==> config.mk <==
export PLATFORM = sky130hd
export DESIGN_NAME = ymts_rec_update
export DESIGN_NICKNAME = d
export VERILOG_FILES = /design/src/hw/rtl/ymts_pkg.sv /design/src/hw/rtl/ymts_rec_update.sv
export SDC_FILE = /design/constraint.sdc
export NUM_CORES = 1
export LEC_CHECK = 0
export BUFFER_PORTS_ARGS = -buffer_cell sky130_fd_sc_hd__buf_2
export CAP_MARGIN = 20
export CORE_MARGIN = 1.5
export CORE_UTILIZATION = 55
export DETAILED_ROUTE_END_ITERATION = 10
export MAX_ROUTING_LAYER = met4
export PLACE_DENSITY = 0.88
export SYNTH_ARGS = -nofsm -noshare
export SYNTH_HDL_FRONTEND = slang
export SYNTH_SLANG_ARGS = --single-unit
==> constraint.sdc <==
create_clock -name vclk -period 12.71
set_input_delay 1.9065 -clock vclk [all_inputs]
set_output_delay 1.9065 -clock vclk [all_outputs]
set_load 0.05 [all_outputs]
==> src/hw/rtl/ymts_pkg.sv <==
package ymts_pkg;

  // field widths
  localparam int YEAR_W     = 12;
  localparam int MONTH_W    = 4;
  localparam int TEMP_W     = 10;
  localparam int SUM_W      = 32;
  localparam int CNT_W      = 20;
  localparam int STATUS_W   = 2;
  localparam int SLOT_IDX_W = 3;

  localparam int MONTHS_PER_YEAR = 12;
  localparam int DEF_YEAR_SLOTS  = 8;

  localparam logic [CNT_W-1:0] CNT_MAX = {CNT_W{1'b1}};

  // result status codes
  localparam logic [STATUS_W-1:0] STAT_OK        = 2'd0;
  localparam logic [STATUS_W-1:0] STAT_BAD_MONTH = 2'd1;
  localparam logic [STATUS_W-1:0] STAT_FULL      = 2'd2;

  // running statistics record, as held in the stat memories
  typedef struct packed {
    logic signed [TEMP_W-1:0] tmin;
    logic signed [TEMP_W-1:0] tmax;
    logic signed [SUM_W-1:0]  sum;
    logic [CNT_W-1:0]         count;
  } stat_rec_t;

  // key table lookup outcome
  typedef struct packed {
    logic hit;
    logic full;
  } lookup_t;

endpackage

==> src/hw/rtl/ymts_rec_update.sv <==
module ymts_rec_update (
  input  ymts_pkg::stat_rec_t                old_rec,
  input  logic                               fresh,
  input  logic signed [ymts_pkg::TEMP_W-1:0] temp,
  output ymts_pkg::stat_rec_t                new_rec
);
  import ymts_pkg::*;

  logic signed [SUM_W:0] sum_wide;

  // one guard bit is enough to spot overflow of a single add
  assign sum_wide = {old_rec.sum[SUM_W-1], old_rec.sum} + (SUM_W+1)'(temp);

  always_comb begin
    if (fresh) begin
      new_rec.tmin  = temp;
      new_rec.tmax  = temp;
      new_rec.sum   = SUM_W'(temp);
      new_rec.count = CNT_W'(1);
    end else begin
      new_rec.tmin = ($signed(temp) < $signed(old_rec.tmin)) ? temp : old_rec.tmin;
      new_rec.tmax = ($signed(temp) > $signed(old_rec.tmax)) ? temp : old_rec.tmax;
      if (sum_wide[SUM_W] != sum_wide[SUM_W-1]) begin
        new_rec.sum = sum_wide[SUM_W] ? {1'b1, {(SUM_W-1){1'b0}}}
                                      : {1'b0, {(SUM_W-1){1'b1}}};
      end else begin
        new_rec.sum = sum_wide[SUM_W-1:0];
      end
      new_rec.count = (old_rec.count == CNT_MAX) ? old_rec.count : old_rec.count + 1'b1;
    end
  end

endmodule

=== After elaboration in Yosys (flattened, before gate mapping) ===
Index checks and enable logic that the tools add are counted.

* Bits in registers: 0
* Output and inout port bits: 72
* Input port bits: 83

* Muxes and demuxes: 6
* Equality and inequality tests: 2
* Add/subtract/negate cells: 2
* Order comparisons: 2

{| class="wikitable"
|+ Operator list
! cell !! count
|-
| $mux W72 || 1
|-
| $mux W32 || 2
|-
| $add A32 B10 Y33 || 1
|-
| $add A20 B1 Y20 const B || 1
|-
| $eq A20 B20 Y1 const B || 1
|-
| $mux W10 || 2
|-
| $mux W20 || 1
|-
| $gt A10 B10 Y1 || 1
|-
| $lt A10 B10 Y1 || 1
|-
| $ne A1 B1 Y1 || 1
|}

=== Depth between registers and ports, before layout ===
* Word-level depth: 4
* Depth in mapped cells: 16
* Gate-level depth less buffers: 16

=== Worst setup path after synthesis ===
OpenSTA, ideal clock, no wires.

* Kind: in2out
* From: in old_rec[28] (netlist name)
* To: out new_rec[47] (netlist name)
* Slack: 5,079 ps
* Cell stages on the path: 14
* Data arrival time: 5,724 ps
* Cells stage by stage: ha_1 a21o_1 a21oi_1 o21ai_0 o21ai_2 o211a_1 o31ai_1 a221oi_1 xnor2_1 ha_1 inv_1 nand2_1 clkbuf_1 o31ai_1

{| class="wikitable"
|+ RTL lines
! what !! RTL line !! text
|-
| start: declaration || ymts_rec_update.sv:2 || <nowiki>input ymts_pkg::stat_rec_t old_rec,</nowiki>
|-
| end: declaration || ymts_rec_update.sv:5 || <nowiki>output ymts_pkg::stat_rec_t new_rec</nowiki>
|}

==> flow_summary.json <==
{
  "relSlewSlack_pct": 33.5,
  "overflow": 0,
  "drtIter0Drc": 248,
  "seq_area_frac_synth_pct": 0,
  "place_congestion": 0.963,
  "crit_start": "temp[9]",
  "core_area_mm2": 0.00639,
  "track_usage_pct": 30.4,
  "cts_setup_buffers": 0,
  "critical_path.top_delay_family": "compound AO/OA/AOI/OAI gates",
  "grtUsageMet3_pct": 1.87,
  "synth_mux_area_share_pct": 4.85,
  "fin_cells": 773,
  "power_density_mw_per_mm2": 83.8,
  "synth_top_family_by_area": "compound AO/OA/AOI/OAI gates",
  "yosysTopAreaCellShare_pct": 18.6,
  "tightest_slew_ns": 0.994,
  "start_util_pct": 57.0,
  "synth_compound_area_share_pct": 33.3,
  "busiest_layer": "met2",
  "use_met1_pct": 37.0,
  "final_cell_mix": "156 x buf_2, 65 x a21oi_1, 54 x ha_1",
  "dieHeight_um": 84.3,
  "worstPathRequired_ns": 10.80,
  "endpoint_kind": "primary output",
  "antenna_cells": 0,
  "wl_um": 11300,
  "hold_violations": 0,
  "hold_start": "old_rec[15]",
  "clkbuf_count": 0,
  "critPathSlowestCell": "ha_1",
  "n_fill_cell": 583,
  "grt_first_pass_wirelength_um": 18300,
  "path_max_fanout": 32,
  "critPathKind": "primary input to primary output",
  "critPathBufInv": 3,
  "syn_inst": 557,
  "viasPerCell": 6.09,
  "ys_warn_count": 0,
  "rsz0062_at_grt": "no",
  "syn_area_mm2": 0.00364,
  "period_share_pct": 68.2,
  "synthAdderAreaFrac_pct": 19.1,
  "pin_count": 155,
  "period_needed_ns": 8.67,
  "ys_types": 61,
  "use_met2_pct": 55.7,
  "path_cells": "buf_2 -> ha_1 -> and4_1 -> a21oi_1 -> o21ai_0 -> o21ai_2 -> o211a_1 -> o31ai_1 -> a221oi_1 -> xnor2_1 -> ha_1 -> inv_1 -> nand2_1 -> or3_1 -> o41ai_1 -> a211oi_1 -> nand2_1 -> buf_2",
  "finalSetupViolCount": 0,
  "synth_top_area_cell": "ha_1",
  "synthSimpleGateAreaFrac_pct": 29.6,
  "area_growth_pct": 22.2,
  "fin_tns_setup_ns": 0,
  "holdWs_ns": 4.25,
  "routedWlPerCell_um": 14.7,
  "cts_resized": 0,
  "die_area_mm2": 0.00711,
  "p_leak_nw": 2.29,
  "dr.pass1.iters": 6,
  "status": "finished, final reports clean",
  "clock.fmax_ghz": 0.115,
  "final_antenna_net_count": 0,
  "num_vias": 4710,
  "synth-xor-area-share_pct": 6.50,
  "grt_pass1_vias": 4261,
  "place_hpwl_um": 9200,
  "grt_max_degree": 41,
  "postSynthAreaPerCell_um2": 6.53,
  "regArea_um2": 0,
  "dieWidth_um": 84.3,
  "layout_commonest_cell": "buf_2",
  "holdBufCountCts": 0,
  "power_mw": 0.373,
  "final_max_slew_viol_count": 0,
  "slowest_delay_ns": 0.50,
  "syn_nets": 695,
  "drive_above_1_share_pct": 27.0,
  "stdcell_area_mm2": 0.00444,
  "port_buffers": 155,
  "dpl_cell_area_mm2": 0.00444,
  "min_path_type": "primary input to primary output",
  "num_rows": 29,
  "route.detailed.drc": 0,
  "ir_drop_v": 0.0000749,
  "seq_cell_count": 0,
  "synth_area_leaders": "ha_1 19%, a21oi_1 8.9%, nand2_1 5.1%, o21ai_0 5.0%, nor3_1 4.8%",
  "drv_cap": 0,
  "nNetsFinal": 836,
  "cp.arrival_ns": 6.76,
  "cp-start-kind": "primary input",
  "dp_cells": 772,
  "antenna_found_initial": 0
}
area by class of cell:
type	instances	area (µm²)	area share (%)
Tap cell	77	96.3	2.17
Multi-Input combinational cell	496	3390	76.4
Inverter	42	158	3.55
Timing Repair Buffer	158	796	17.9
kinds of logic (layout without fill, tap and decap cells):
logic type,Yosys count,after routing
simple gates,209,209
xor+xnor,27,27
fa+ha+maj,55,55
mux,17,17
buf+inv,61,200
compound gates,188,188
per-layer routing:
metal / up-vias / wire [µm] / part of all wire [%]
met2: 227 / 5580 / 49
li1: 2328 / - / -
met5: - / 0 / 0
met4: 0 / 195 / 1.7
met3: 21 / 893 / 7.9
met1: 2134 / 4660 / 41
cell usage after synthesis, types with 3 or more instances:
cell	n
mux2i_1	12
clkbuf_1	14
ha_1	54
a211oi_1	9
mux2_2	5
xor2_1	13
inv_1	42
nand3_1	19
nand2b_1	9
a21o_2	4
a31oi_1	4
and2_1	8
nor2_1	38
a21oi_1	65
o21ai_0	36
nand4_1	6
or3_1	7
o31ai_1	4
nor3_1	35
nand2_1	49
or2_2	6
o211ai_1	15
xnor2_1	14
nor3b_1	4
and4_1	3
a21o_1	19
and3_1	8
nor2b_1	6
o21a_1	8
final timing paths:
check | cells after the start | endpoint | slack, ns
hold / removal | 4 | new_rec[15] | 4.25
setup / recovery | 18 | new_rec[49] | 4.04
power breakdown:
part	total (mW)	switching [mW]	internal [mW]
Combinational	0.373	0.265	0.108
Sequential	0	0	0
Clock	0	0	0
Total	0.373	0.265	0.108
through the flow:
step           setup WS [ns]  utilization (%)
2_1_floorplan           5.08                -
6_report                4.04             69.6
3_5_place_dp            4.12             69.5
4_1_cts                 4.10             69.5
3_3_place_gp            4.29             69.5
5_1_grt                 3.60             69.6
(Power assumes the default switching activity.)
