**config.mk**
```make
export PLATFORM = sky130hd
export DESIGN_NAME = ymts_key_table
export DESIGN_NICKNAME = d
export VERILOG_FILES = /design/src/hw/rtl/ymts_pkg.sv /design/src/hw/rtl/ymts_key_table.sv
export SDC_FILE = /design/constraint.sdc
export NUM_CORES = 1
export LEC_CHECK = 0
export BUFFER_PORTS_ARGS = -buffer_cell sky130_fd_sc_hd__buf_2
export CELL_PAD_IN_SITES_DETAIL_PLACEMENT = 0
export CELL_PAD_IN_SITES_GLOBAL_PLACEMENT = 1
export CORE_MARGIN = 10
export CORE_UTILIZATION = 55
export CTS_CLUSTER_SIZE = 16
export DETAILED_ROUTE_END_ITERATION = 12
export PLACE_DENSITY = 0.8
export SYNTH_ARGS = -nofsm -noshare
export SYNTH_HDL_FRONTEND = slang
export SYNTH_SLANG_ARGS = --single-unit
```
**constraint.sdc**
```tcl
create_clock -name clk -period 6.4 [get_ports clk]
set_input_delay 0.32 -clock clk [delete_from_list [all_inputs] [get_ports clk]]
set_output_delay 0.32 -clock clk [all_outputs]
set_load 0.02 [all_outputs]
```
**src/hw/rtl/ymts_pkg.sv**
```systemverilog
package ymts_pkg;

  // field widths
  localparam int YEAR_W     = 12;
  localparam int MONTH_W    = 4;
  localparam int TEMP_W     = 10;
  localparam int SUM_W      = 32;
  localparam int CNT_W      = 20;
  localparam int STATUS_W   = 2;
  localparam int SLOT_IDX_W = 3;

  localparam int MONTHS_PER_YEAR = 12;
  localparam int DEF_YEAR_SLOTS  = 8;

  localparam logic [CNT_W-1:0] CNT_MAX = {CNT_W{1'b1}};

  // result status codes
  localparam logic [STATUS_W-1:0] STAT_OK        = 2'd0;
  localparam logic [STATUS_W-1:0] STAT_BAD_MONTH = 2'd1;
  localparam logic [STATUS_W-1:0] STAT_FULL      = 2'd2;

  // running statistics record, as held in the stat memories
  typedef struct packed {
    logic signed [TEMP_W-1:0] tmin;
    logic signed [TEMP_W-1:0] tmax;
    logic signed [SUM_W-1:0]  sum;
    logic [CNT_W-1:0]         count;
  } stat_rec_t;

  // key table lookup outcome
  typedef struct packed {
    logic hit;
    logic full;
  } lookup_t;

endpackage

```
**src/hw/rtl/ymts_key_table.sv**
```systemverilog
module ymts_key_table #(
  parameter int YEAR_SLOTS = ymts_pkg::DEF_YEAR_SLOTS,
  parameter int SLOT_W     = 3
) (
  input  logic                        clk,
  input  logic                        rst,
  input  logic [ymts_pkg::YEAR_W-1:0] key,
  input  logic                        alloc,
  output ymts_pkg::lookup_t           res,
  output logic [SLOT_W-1:0]           slot
);
  import ymts_pkg::*;

  logic [YEAR_SLOTS-1:0] valid;
  logic [YEAR_W-1:0]     keys [YEAR_SLOTS];

  logic              hit;
  logic              free_found;
  logic [SLOT_W-1:0] slot_hit;
  logic [SLOT_W-1:0] slot_free;

  // first matching slot and first free slot
  always_comb begin
    hit        = 1'b0;
    free_found = 1'b0;
    slot_hit   = '0;
    slot_free  = '0;
    for (int i = 0; i < YEAR_SLOTS; i++) begin
      if (valid[i]) begin
        if (!hit && keys[i] == key) begin
          hit      = 1'b1;
          slot_hit = SLOT_W'(i);
        end
      end else if (!free_found) begin
        free_found = 1'b1;
        slot_free  = SLOT_W'(i);
      end
    end
  end

  assign slot     = hit ? slot_hit : slot_free;
  assign res.hit  = hit;
  assign res.full = !hit && !free_found;

  always_ff @(posedge clk) begin
    if (rst) begin
      valid <= '0;
    end else if (alloc) begin
      valid[slot] <= 1'b1;
    end
  end

  always_ff @(posedge clk) begin
    if (alloc) begin
      keys[slot] <= key;
    end
  end

endmodule

```
---- After elaboration in Yosys (flattened, before gate mapping) ----
Memory sizes are Yosys's and may differ from the RTL's.
Index checks and enable logic that the tools add are counted.
cells by class
  add/subtract/negate cells ............... 0
  $mul .................................... 0
  divide/modulo/power cells ............... 0
  $lt $le $gt $ge ......................... 2
  equality and inequality tests ........... 8
  shift operators ......................... 0
  mux-type cells .......................... 57
  bitwise operators ....................... 1
  reductions and logical operators ........ 18
operator list
  cell                  number
  $eq A12 B12 Y1        8
  $mux W3               25
  $mux W1               31
  $logic_and A1 B1 Y1   9
  $logic_not A1 Y1      9
  $or A8 B8 Y8          1
  $lt A3 B4 Y1 const B  1
  $demux W1 S3          1
  $ge A3 B1 Y1 const B  1
word-level totals
  register bits after elaboration ......... 8
  latch bits .............................. 0
  RAM bits ................................ 96
  ROM bits ................................ 0
  bits of input ports ..................... 15
  word-level logic and storage cells ...... 88
  memories ................................ 1
memories
  name  words  bits a word  rd ports  clocked after Yosys merged registers in  wr ports  RTL line              source
  keys  8      12           8         0                                        1         ymts_key_table.sv:15  logic [YEAR_W-1:0] keys [YEAR_SLOTS];

---- Depth between registers and ports, before layout ----
Gate-level depths: netlist (run 1).
An unclocked memory read counts as a cell.
  depth in word-level cells ............... 38
  depth in mapped cells ................... 9
  mapped depth without buffers ............ 8

---- Least setup slack after synthesis (run 1) ----
Ideal clock, no wire load.
  path kind ............................... input-to-reg
  from .................................... in key[0] in the netlist's numbering
  to ...................................... mem keys[0][0] (enable)
  data arrival time ....................... 3.221 ns
  data required time ...................... 5.987 ns
  setup slack ............................. 2.766 ns
  stages on the path ...................... 8
  buffers on the path ..................... 1
  path through ............................ buf_2 -> xnor2_1 -> nand3_1 -> nor4_4 -> a211oi_1 -> o31ai_2 -> nand2_1 -> nor4_1
on the way
  longest elaborated chain between the ends .. 32
  elaborated cells between the ends (all ways) .. 53
  classes of those cells .................. eq/ne: 8; mux: 31; reduce/logical: 14
ends and longest elaborated chain
  item                                RTL line              source
  from (decl)                         ymts_key_table.sv:7   input logic [ymts_pkg::YEAR_W-1:0] key,
  $eq A12 B12 Y1                      ymts_key_table.sv:30  if (!hit && keys[i] == key) begin
  $mux W1                             ymts_key_table.sv:30
  $mux W1                             ymts_key_table.sv:29  if (valid[i]) begin
  $logic_not A1 Y1                    ymts_key_table.sv:30
  $logic_and A1 B1 Y1                 ymts_key_table.sv:30
  $mux W1                             ymts_key_table.sv:30
  $mux W1                             ymts_key_table.sv:29
  $logic_not A1 Y1                    ymts_key_table.sv:30
  [17 not listed]                     -
  $mux W1                             ymts_key_table.sv:30
  $mux W1                             ymts_key_table.sv:29
  $logic_not A1 Y1                    ymts_key_table.sv:30
  $logic_and A1 B1 Y1                 ymts_key_table.sv:30
  $mux W3 or $mux W1 (tied branches)  ymts_key_table.sv:30
  $mux W3 or $mux W1 (tied branches)  ymts_key_table.sv:29
  $mux W3 (*)                         ymts_key_table.sv:41  assign slot = hit ? slot_hit : slot_free;
  named net slot[0]                   ymts_key_table.sv:10  output logic [SLOT_W-1:0] slot
  to (decl)                           ymts_key_table.sv:15
Mark *: on every way through the listed nets, which the timed path passes. The rest lies on a longest branch.

==> results of run 1 <==
-- cell type report --
type                            instances  area [sq um]  area share
Clock inverter                          6          63.8      0.0127
Sequential cell                       104          3040       0.608
Timing Repair Buffer                   21           110      0.0220
Clock buffer                           10           128      0.0255
Tap cell                              105           131      0.0262
Inverter                               13          48.8     0.00975
Multi-Input combinational cell        189          1480       0.296
-- cell usage after synthesis, types with 2 or more instances --
| library cell | instances | share of area |
|---|---|---|
| sky130_fd_sc_hd__o211ai_1 | 4 | 0.0064 |
| sky130_fd_sc_hd__nor3_1 | 2 | 0.0021 |
| sky130_fd_sc_hd__xnor2_1 | 83 | 0.15 |
| sky130_fd_sc_hd__or2_2 | 2 | 0.0027 |
| sky130_fd_sc_hd__nor4_1 | 7 | 0.0093 |
| sky130_fd_sc_hd__nor2_1 | 9 | 0.0072 |
| sky130_fd_sc_hd__nand2b_1 | 2 | 0.0027 |
| sky130_fd_sc_hd__nand2_1 | 12 | 0.0096 |
| sky130_fd_sc_hd__buf_6 | 6 | 0.014 |
| sky130_fd_sc_hd__dfxtp_1 | 8 | 0.034 |
| sky130_fd_sc_hd__a41oi_1 | 3 | 0.0056 |
| sky130_fd_sc_hd__nand3_1 | 8 | 0.0085 |
| sky130_fd_sc_hd__nor4_4 | 2 | 0.0091 |
| sky130_fd_sc_hd__xor2_1 | 12 | 0.022 |
| sky130_fd_sc_hd__nand4_1 | 18 | 0.024 |
| sky130_fd_sc_hd__edfxtp_1 | 96 | 0.61 |
| sky130_fd_sc_hd__o21ai_0 | 2 | 0.0021 |
| sky130_fd_sc_hd__inv_1 | 13 | 0.010 |
| sky130_fd_sc_hd__a211oi_1 | 2 | 0.0032 |
| sky130_fd_sc_hd__a21oi_1 | 7 | 0.0075 |
| sky130_fd_sc_hd__buf_4 | 6 | 0.0096 |
-- worst register-to-register path: cells and delay by family, from the launching register on --
| kind | cells | cell delay (ps) |
|---|---|---|
| AO/OA/AOI/OAI | 2 | 560 |
| flip-flops | 1 | 390 |
| AND/OR/NAND/NOR | 4 | 1710 |
| XOR/XNOR | 1 | 230 |
-- routing by layer --
metal,vias to the layer above,part of all wire,global-route usage
li1,1193,-,-
met1,1251,0.42,0.196
met2,84,0.48,0.234
met3,13,0.078,0.0437
met4,0,0.017,0.0508
met5,-,0,0
-- final timing paths --
path	endpoint	start	cells past startpoint	slack, ps
worst max-delay path	keys[6][4]$_DFFE_PP_	keys[4][9]$_DFFE_PP_	7	3130
worst min-delay path	valid[3]$_SDFFE_PP0P_	rst	2	210
worst max register to register	keys[6][4]$_DFFE_PP_	keys[4][9]$_DFFE_PP_	7	3130
worst min register to register	valid[3]$_SDFFE_PP0P_	valid[3]$_SDFFE_PP0P_	2	530
-- cell families after synthesis --
kind of cell / synth area share
flops: 0.648
buf+inv: 0.0376
simple gates: 0.0887
xor+xnor: 0.181
compound gates: 0.0450
-- state kept, by name, summed over array words and instances (netlist names) --
name,cells
keys,96
valid,8
-- metrics by stage --
stage | area [sq um] | setup slack, ps | power [uW]
2_1_floorplan | 4700 | 2770 | 841
3_3_place_gp | 4820 | 2890 | 867
3_5_place_dp | 4820 | 2840 | 869
4_1_cts | 5010 | 3100 | 1260
5_1_grt | 5010 | 2940 | 1290
6_report | 5010 | 3130 | 1250
-- where the power goes --
part / leakage (uW) / internal (uW) / switching, uW / total, uW
Combinational: 0.000558 / 34.4 / 57.0 / 91.5
Clock: 0.0000937 / 153 / 244 / 396
Sequential: 0.000937 / 754 / 5.85 / 760
==> results_dict.tcl, run 1 <==
set metrics [dict create \
    outcome "finished, final reports clean" \
    power_density_nw_per_um2 249 \
    layout_area_overhead_pct 6.63 \
    die-area_sq_um 12600 \
    path_clk_slew_ps 110 \
    cp-start-kind "register" \
    leakagePower_uw 0.00159 \
    grt_antenna_before_repair 0 \
    tritoncts "built" \
    crit_path_cell_trace "xnor2_1, nand4_1, nor4_4, a211oi_1, o31ai_2, nand2_1, nor2_1" \
    yosysUniqueCellTypes 37 \
    critical_path_class "register to register" \
    nNetsFinal 353 \
    fin_skew_ps 10.3 \
    timing.max_cap.violations 0 \
    path_buf_inv 0 \
    vias_per_cell 5.67 \
    most-common-layout-cells "sky130_fd_sc_hd__edfxtp_1, sky130_fd_sc_hd__xnor2_1, sky130_fd_sc_hd__buf_2, sky130_fd_sc_hd__nand4_1, sky130_fd_sc_hd__inv_1" \
    hold_path_class "input port to register" \
    drtIter0Drc 119 \
    hold_ws_ps 206 \
    cts-buffers-inserted 9 \
    report.final.hold_viol_count 0 \
    crit_path_max_incr_delay_ps 850 \
    clk_root_buffer_cell "sky130_fd_sc_hd__clkbuf_8" \
    placedCellCount 432 \
    worst_skew_pair.late_latency_ps 370 \
    post_synth_inst_count 320 \
    setup.worst_path.end_class "register" \
    clock_tree.htree_level_count 3 \
    post_cts_setup_bufs 0 \
    gp_routability_congestion 0.906 \
    grt_usage 0.150 \
    worst_pin_slew_ps 1050 \
    wl_per_cell_um 20.7 \
    rsz_0062_raised_after_global_routing "no" \
    grt_remaining_overflow 0 \
    part_of_the_yosys_area_used_for_sequential_elements 0.648 \
    i_o_pin_cnt 20 \
    detail-route-antenna-nets 0 \
    place.detailed.hpwl_um 6430 \
    postCtsHoldBufs 0 \
    setup_violations 0 \
    routed_wl_um 9260 \
    grt_start_max_net_pins 20 \
    coreArea_sq_um 8260 \
    post_synthesis_async_set_or_reset_flop_share 0 \
    layout_commonest_cell "sky130_fd_sc_hd__edfxtp_1" \
    synth_flop_cell "sky130_fd_sc_hd__edfxtp_1" \
    achievable-frequency_ghz 0.306 \
    cts-resized-gates 0 \
    worstPathMaxFanout 12 \
    critical_path.top_delay_family "simple AND/OR/NAND/NOR gates" \
    cts_sinks 104 \
    post_synthesis_cell_area_sq_um 4700 \
    worst_ep_required_time_ps 6390 \
    syn_avg_cell_area_sq_um 14.7 \
    antenna-diode-count 0 \
    starting_density_of_the_core 0.569 \
    die_w_um 112 \
    core.rowCount 33 \
    dieHeight_um 112 \
    number_of_synthesized_flops_with_an_enable_pin 96 \
    filler_cell_count 672 \
    worst_slew_margin_rel 0.296 \
    final_cell_count_no_fill 448 \
    vdd_drop_max_mv 0.149 \
    via_count 2541 \
    io_buffer_count 19 \
    fin_tns_setup_ps 0 \
    drive_gt1_frac 0.146 \
    drc 0 \
    clock_tree.buffer_depth 2 \
    drt_pre_antenna_iters 5 \
    finalCoreUtilization 0.606 \
    grt_pass1_vias 2504 \
    final_period_minus_worst_setup_slack_ps 3270 \
    postSynthRegisterBits 104 \
    synth-warning-count 0 \
    timing.final.max_slew_violations 0 \
    cp.arrival_ps 3260 \
    crit_slowest_cell "sky130_fd_sc_hd__nor2_1" \
    grt_pass1_wl_um 14400 \
    syn_nets 335 \
    post-route-period-util 0.510 \
]
Note: power is estimated with default switching activity, not from simulation.
==> run 2: changes to the inputs <==
--- a/config.mk
+++ b/config.mk
@@ -9,10 +9,10 @@
 export CELL_PAD_IN_SITES_DETAIL_PLACEMENT = 0
 export CELL_PAD_IN_SITES_GLOBAL_PLACEMENT = 1
 export CORE_MARGIN = 10
-export CORE_UTILIZATION = 55
+export CORE_UTILIZATION = 52
 export CTS_CLUSTER_SIZE = 16
 export DETAILED_ROUTE_END_ITERATION = 12
-export PLACE_DENSITY = 0.8
+export PLACE_DENSITY = 0.76
 export SYNTH_ARGS = -nofsm -noshare
 export SYNTH_HDL_FRONTEND = slang
 export SYNTH_SLANG_ARGS = --single-unit
==> constraint.sdc (replaced) <==
create_clock -name clk -period 3.3 [get_ports clk]
set_input_delay 0.165 -clock clk [delete_from_list [all_inputs] [get_ports clk]]
set_output_delay 0.165 -clock clk [all_outputs]
set_load 0.02 [all_outputs]
==> results_dict.tcl, run 2 (synthesis results as in run 1) <==
set metrics [dict create \
    final_period_minus_worst_setup_slack_ps 2910 \
    drive_gt1_frac 0.183 \
    rsz_0062_raised_after_global_routing "no" \
    power_density_nw_per_um2 473 \
    worst_slew_margin_rel 0.491 \
    nNetsFinal 371 \
    report.final.hold_viol_count 0 \
    postCtsHoldBufs 0 \
    achievable-frequency_ghz 0.343 \
    drc 0 \
    fin_skew_ps 10.8 \
    cts_sinks 104 \
    die_w_um 115 \
    grt_pass1_wl_um 14900 \
    post-route-period-util 0.883 \
    design_power_total_uw 2430 \
    vias_per_cell 5.54 \
    filler_cell_count 703 \
    cellInternalPower_uw 1890 \
    crit_slowest_cell "sky130_fd_sc_hd__or4_4" \
    setup.worst_path.end_class "register" \
    starting_density_of_the_core 0.536 \
    dieHeight_um 115 \
    io_buffer_count 19 \
    post_cts_setup_bufs 0 \
    drt_pre_antenna_iters 4 \
    most-common-layout-cells "sky130_fd_sc_hd__edfxtp_1, sky130_fd_sc_hd__xnor2_1, sky130_fd_sc_hd__buf_4, sky130_fd_sc_hd__buf_2, sky130_fd_sc_hd__nand4_1" \
    tritoncts "built" \
    layout_commonest_cell "sky130_fd_sc_hd__edfxtp_1" \
    grt_start_max_net_pins 17 \
    clk_root_buffer_cell "sky130_fd_sc_hd__clkbuf_8" \
    cts-buffers-inserted 9 \
    cts-resized-gates 0 \
    drtIter0Drc 146 \
    worst_pin_slew_ps 757 \
    routed_wl_um 9210 \
    path_clk_slew_ps 100 \
    timing.max_cap.violations 0 \
    setup_violations 0 \
    largest_register "keys" \
    clock_tree.buffer_depth 2 \
    hold_path_class "input port to register" \
    antenna-diode-count 0 \
    cp.arrival_ps 2910 \
    layout_top_registers "keys: 96 flops, valid: 8 flops" \
    combinationalPowerShare 0.078 \
    via_count 2597 \
    p_seq_frac 0.605 \
    timing.final.max_slew_violations 0 \
    coreArea_sq_um 8760 \
    clockPowerShare 0.317 \
    grt_usage 0.147 \
    grt_antenna_before_repair 0 \
    detail-route-antenna-nets 0 \
    p_sw_frac 0.225 \
    gp_routability_congestion 0.869 \
    fin_tns_setup_ps 0 \
    worst_skew_pair.late_latency_ps 350 \
    vdd_drop_max_mv 0.290 \
    switching_power_uw 547 \
    place.detailed.hpwl_um 6490 \
    worst_ep_required_time_ps 3300 \
    outcome "finished, final reports clean" \
    die-area_sq_um 13200 \
    layout_area_overhead_pct 9.51 \
    wl_per_cell_um 19.6 \
    clock_tree.htree_level_count 3 \
    grt_pass1_vias 2648 \
    crit_path_max_incr_delay_ps 540 \
    i_o_pin_cnt 20 \
    crit_path_cell_trace "xnor2_1, nand4_1, or4_4, nor4bb_4, a2111oi_4, o211ai_1, inv_1" \
    core.rowCount 34 \
    grt_remaining_overflow 0 \
    leakagePower_uw 0.00168 \
    largest_reg_flops 96 \
    cp-start-kind "register" \
    worstPathMaxFanout 12 \
    critical_path_class "register to register" \
]
[run 2: metal layers]
metal	part of all wire	GRT usage
met1	0.49	0.212
met2	0.46	0.217
met3	0.038	0.0255
met4	0.0064	0.0520
met5	0	0
[run 2: final cells by class]
| type | count | area [sq um] | share of cell area |
|---|---|---|---|
| Inverter | 13 | 48.8 | 0.00949 |
| Clock inverter | 6 | 60.1 | 0.0117 |
| Multi-Input combinational cell | 189 | 1480 | 0.288 |
| Clock buffer | 10 | 128 | 0.0248 |
| Sequential cell | 104 | 3040 | 0.592 |
| Timing Repair Buffer | 39 | 245 | 0.0477 |
| Tap cell | 108 | 135 | 0.0263 |
[run 2: critical path: cells and delay by family, from the launching register on]
family                 cells  cell delay [ps]
XOR/XNOR                   1              210
AO/OA/AOI/OAI              2              660
buffers and inverters      1              420
AND/OR/NAND/NOR            3              890
flip-flops                 1              390
[run 2: worst paths after layout]
| path | from | endpoint | slack [ps] | cells past startpoint |
|---|---|---|---|---|
| worst max-delay path | keys[6][5]$_DFFE_PP_ | keys[5][10]$_DFFE_PP_ | 390 | 7 |
| worst max register to register | keys[6][5]$_DFFE_PP_ | keys[5][10]$_DFFE_PP_ | 390 | 7 |
| worst min-delay path | rst | valid[7]$_SDFFE_PP0P_ | 80 | 2 |
| worst min register to register | valid[7]$_SDFFE_PP0P_ | valid[7]$_SDFFE_PP0P_ | 530 | 2 |
[run 2: power by group through the flow]
stage	sequential [uW]	combinational, uW	clock, uW
final	1470	190	772
after global routing	1480	209	845
after CTS	1470	192	784
after detailed placement	1500	191	0
after global placement	1500	189	0
after floorplan	1500	130	0
[run 2: per-stage QoR]
| stage | hold slack [ps] | instances | area, sq um | worst slack, ps | util |
|---|---|---|---|---|---|
| finish | 77.2 | 469 | 5140 | 386 | 0.587 |
| global route | 71.5 | 469 | 5140 | 122 | 0.587 |
| CTS | 58.1 | 469 | 5140 | 389 | 0.587 |
| detailed placement | 452 | 453 | 4950 | 278 | 0.565 |
| global placement | 456 | 453 | 4950 | 339 | 0.565 |
| floorplan | 264 | 320 | 4700 | 299 | - |
==> run 3: changes to the inputs <==
--- a/config.mk
+++ b/config.mk
@@ -6,13 +6,11 @@
 export NUM_CORES = 1
 export LEC_CHECK = 0
 export BUFFER_PORTS_ARGS = -buffer_cell sky130_fd_sc_hd__buf_2
-export CELL_PAD_IN_SITES_DETAIL_PLACEMENT = 0
-export CELL_PAD_IN_SITES_GLOBAL_PLACEMENT = 1
 export CORE_MARGIN = 10
-export CORE_UTILIZATION = 52
+export CORE_UTILIZATION = 55
 export CTS_CLUSTER_SIZE = 16
 export DETAILED_ROUTE_END_ITERATION = 12
-export PLACE_DENSITY = 0.76
+export PLACE_DENSITY = 0.69
 export SYNTH_ARGS = -nofsm -noshare
 export SYNTH_HDL_FRONTEND = slang
 export SYNTH_SLANG_ARGS = --single-unit
==> results_dict.tcl, run 3 (synthesis results as in run 1) <==
set metrics [dict create \
    tritoncts "built" \
    drive_gt1_frac 0.179 \
    cp-start-kind "register" \
    grt_pass1_wl_um 14600 \
    starting_density_of_the_core 0.569 \
    critical_path_class "register to register" \
    cp.arrival_ps 2950 \
    drc 0 \
    p_seq_frac 0.625 \
    power_density_nw_per_um2 463 \
    cts_sinks 104 \
    place.detailed.hpwl_um 6320 \
    layout_commonest_cell "sky130_fd_sc_hd__edfxtp_1" \
    detail-route-antenna-nets 0 \
    fin_tns_setup_ps 0 \
    wl_per_cell_um 19.5 \
    worst_pin_slew_ps 745 \
    core.rowCount 33 \
    i_o_pin_cnt 20 \
    routed_wl_um 9020 \
    via_count 2529 \
    vdd_drop_max_mv 0.327 \
    antenna-diode-count 0 \
    worst_slew_margin_rel 0.500 \
    rsz_0062_raised_after_global_routing "no" \
    cellInternalPower_uw 1810 \
    postCtsHoldBufs 0 \
    crit_slowest_cell "sky130_fd_sc_hd__nor4_2" \
    worst_skew_pair.late_latency_ps 360 \
    switching_power_uw 544 \
    post-route-period-util 0.892 \
    timing.max_cap.violations 0 \
    critical-path-top-cell-by-count "sky130_fd_sc_hd__inv_1" \
    setup.worst_path.end_class "register" \
    die_w_um 112 \
    most-common-layout-cells "sky130_fd_sc_hd__edfxtp_1, sky130_fd_sc_hd__xnor2_1, sky130_fd_sc_hd__buf_2, sky130_fd_sc_hd__nand4_1, sky130_fd_sc_hd__buf_4" \
    largest_register "keys" \
    die-area_sq_um 12600 \
    setup_violations 0 \
    gp_routability_congestion 0.823 \
    crit_path_max_incr_delay_ps 690 \
    cts-buffers-inserted 9 \
    fin_skew_ps 10.7 \
    layout_top_registers "keys: 96 flops, valid: 8 flops" \
    drt_pre_antenna_iters 4 \
    largest_reg_flops 96 \
    grt_antenna_before_repair 0 \
    post_cts_setup_bufs 0 \
    timing.final.max_slew_violations 0 \
    vias_per_cell 5.46 \
    cts-resized-gates 0 \
    achievable-frequency_ghz 0.340 \
    io_buffer_count 19 \
    clockPowerShare 0.297 \
    crit_path_cell_trace "xnor2_1, nand4_1, nor4_2, or2_2, o21ai_2, inv_1, o211ai_1, inv_1" \
    worstPathMaxFanout 12 \
    path_clk_slew_ps 90 \
    clock_tree.buffer_depth 2 \
    clk_root_buffer_cell "sky130_fd_sc_hd__clkbuf_8" \
    dieHeight_um 112 \
    grt_pass1_vias 2565 \
    hold_path_class "input port to register" \
    worst_ep_required_time_ps 3310 \
    grt_usage 0.149 \
    combinationalPowerShare 0.078 \
    coreArea_sq_um 8260 \
    clock_tree.htree_level_count 3 \
    outcome "finished, final reports clean" \
    nNetsFinal 368 \
    grt_remaining_overflow 0 \
    p_sw_frac 0.231 \
    drtIter0Drc 119 \
    final_period_minus_worst_setup_slack_ps 2940 \
    layout_area_overhead_pct 8.58 \
    finalCoreUtilization 0.617 \
    grt_start_max_net_pins 18 \
    leakagePower_uw 0.00166 \
    report.final.hold_viol_count 0 \
]
run 3: cell count changes in the layout (fill, tap and decap cells not counted), sizes merged:
cell	delta
bufinv	-1
inv	+2
clkinv	-1
buf	-3
run 3: metal layers:
metal  wire length [um]  up-vias  share of wire  track usage
li1                   -     1225              -            -
met1               4300     1241           0.48        0.197
met2               4280       54           0.47        0.233
met3                331        9          0.037       0.0437
met4                116        0          0.013       0.0398
met5                  0        -              0            0
run 3: worst paths after layout:
| path | startpoint | to | slack, ps | cells past startpoint |
|---|---|---|---|---|
| max | keys[3][7]$_DFFE_PP_ | keys[7][1]$_DFFE_PP_ | 360 | 8 |
| max reg2reg | keys[3][7]$_DFFE_PP_ | keys[7][1]$_DFFE_PP_ | 360 | 8 |
| min | rst | valid[3]$_SDFFE_PP0P_ | 70 | 2 |
| min reg2reg | valid[1]$_SDFFE_PP0P_ | valid[1]$_SDFFE_PP0P_ | 500 | 2 |
run 3: final cells by class:
type,instances,area [sq um]
multi-input combinational,189,1480
inverter,13,48.8
clock buffer,10,128
sequential,104,3040
timing repair buffer,36,223
clock inverter,6,42.5
tap,105,131
fill,670,3160
run 3: power by group through the flow:
| stage | clock, uW | combinational [uW] | sequential (uW) |
|---|---|---|---|
| after floorplan | 0 | 130 | 1500 |
| after global placement | 0 | 183 | 1500 |
| after detailed placement | 0 | 187 | 1500 |
| after CTS | 720 | 188 | 1470 |
| after global routing | 776 | 203 | 1480 |
| final | 701 | 184 | 1470 |
run 3: stage by stage:
step,hold WS (ps),total power [uW],cell area [sq um],worst slack [ps],std cells
after floorplan,264,1630,4700,299,320
after global placement,439,1690,4930,211,447
after detailed placement,438,1690,4930,194,447
after CTS,42.6,2380,5100,347,463
after global routing,68.0,2460,5100,130,463
final,66.0,2360,5100,357,463
run 3: worst max-delay path: cells and delay by family (launching register included):
kind,cells,cell delay [ps]
AO/OA/AOI/OAI,2,290
buffers and inverters,2,580
XOR/XNOR,1,170
AND/OR/NAND/NOR,3,1140
flip-flops,1,400
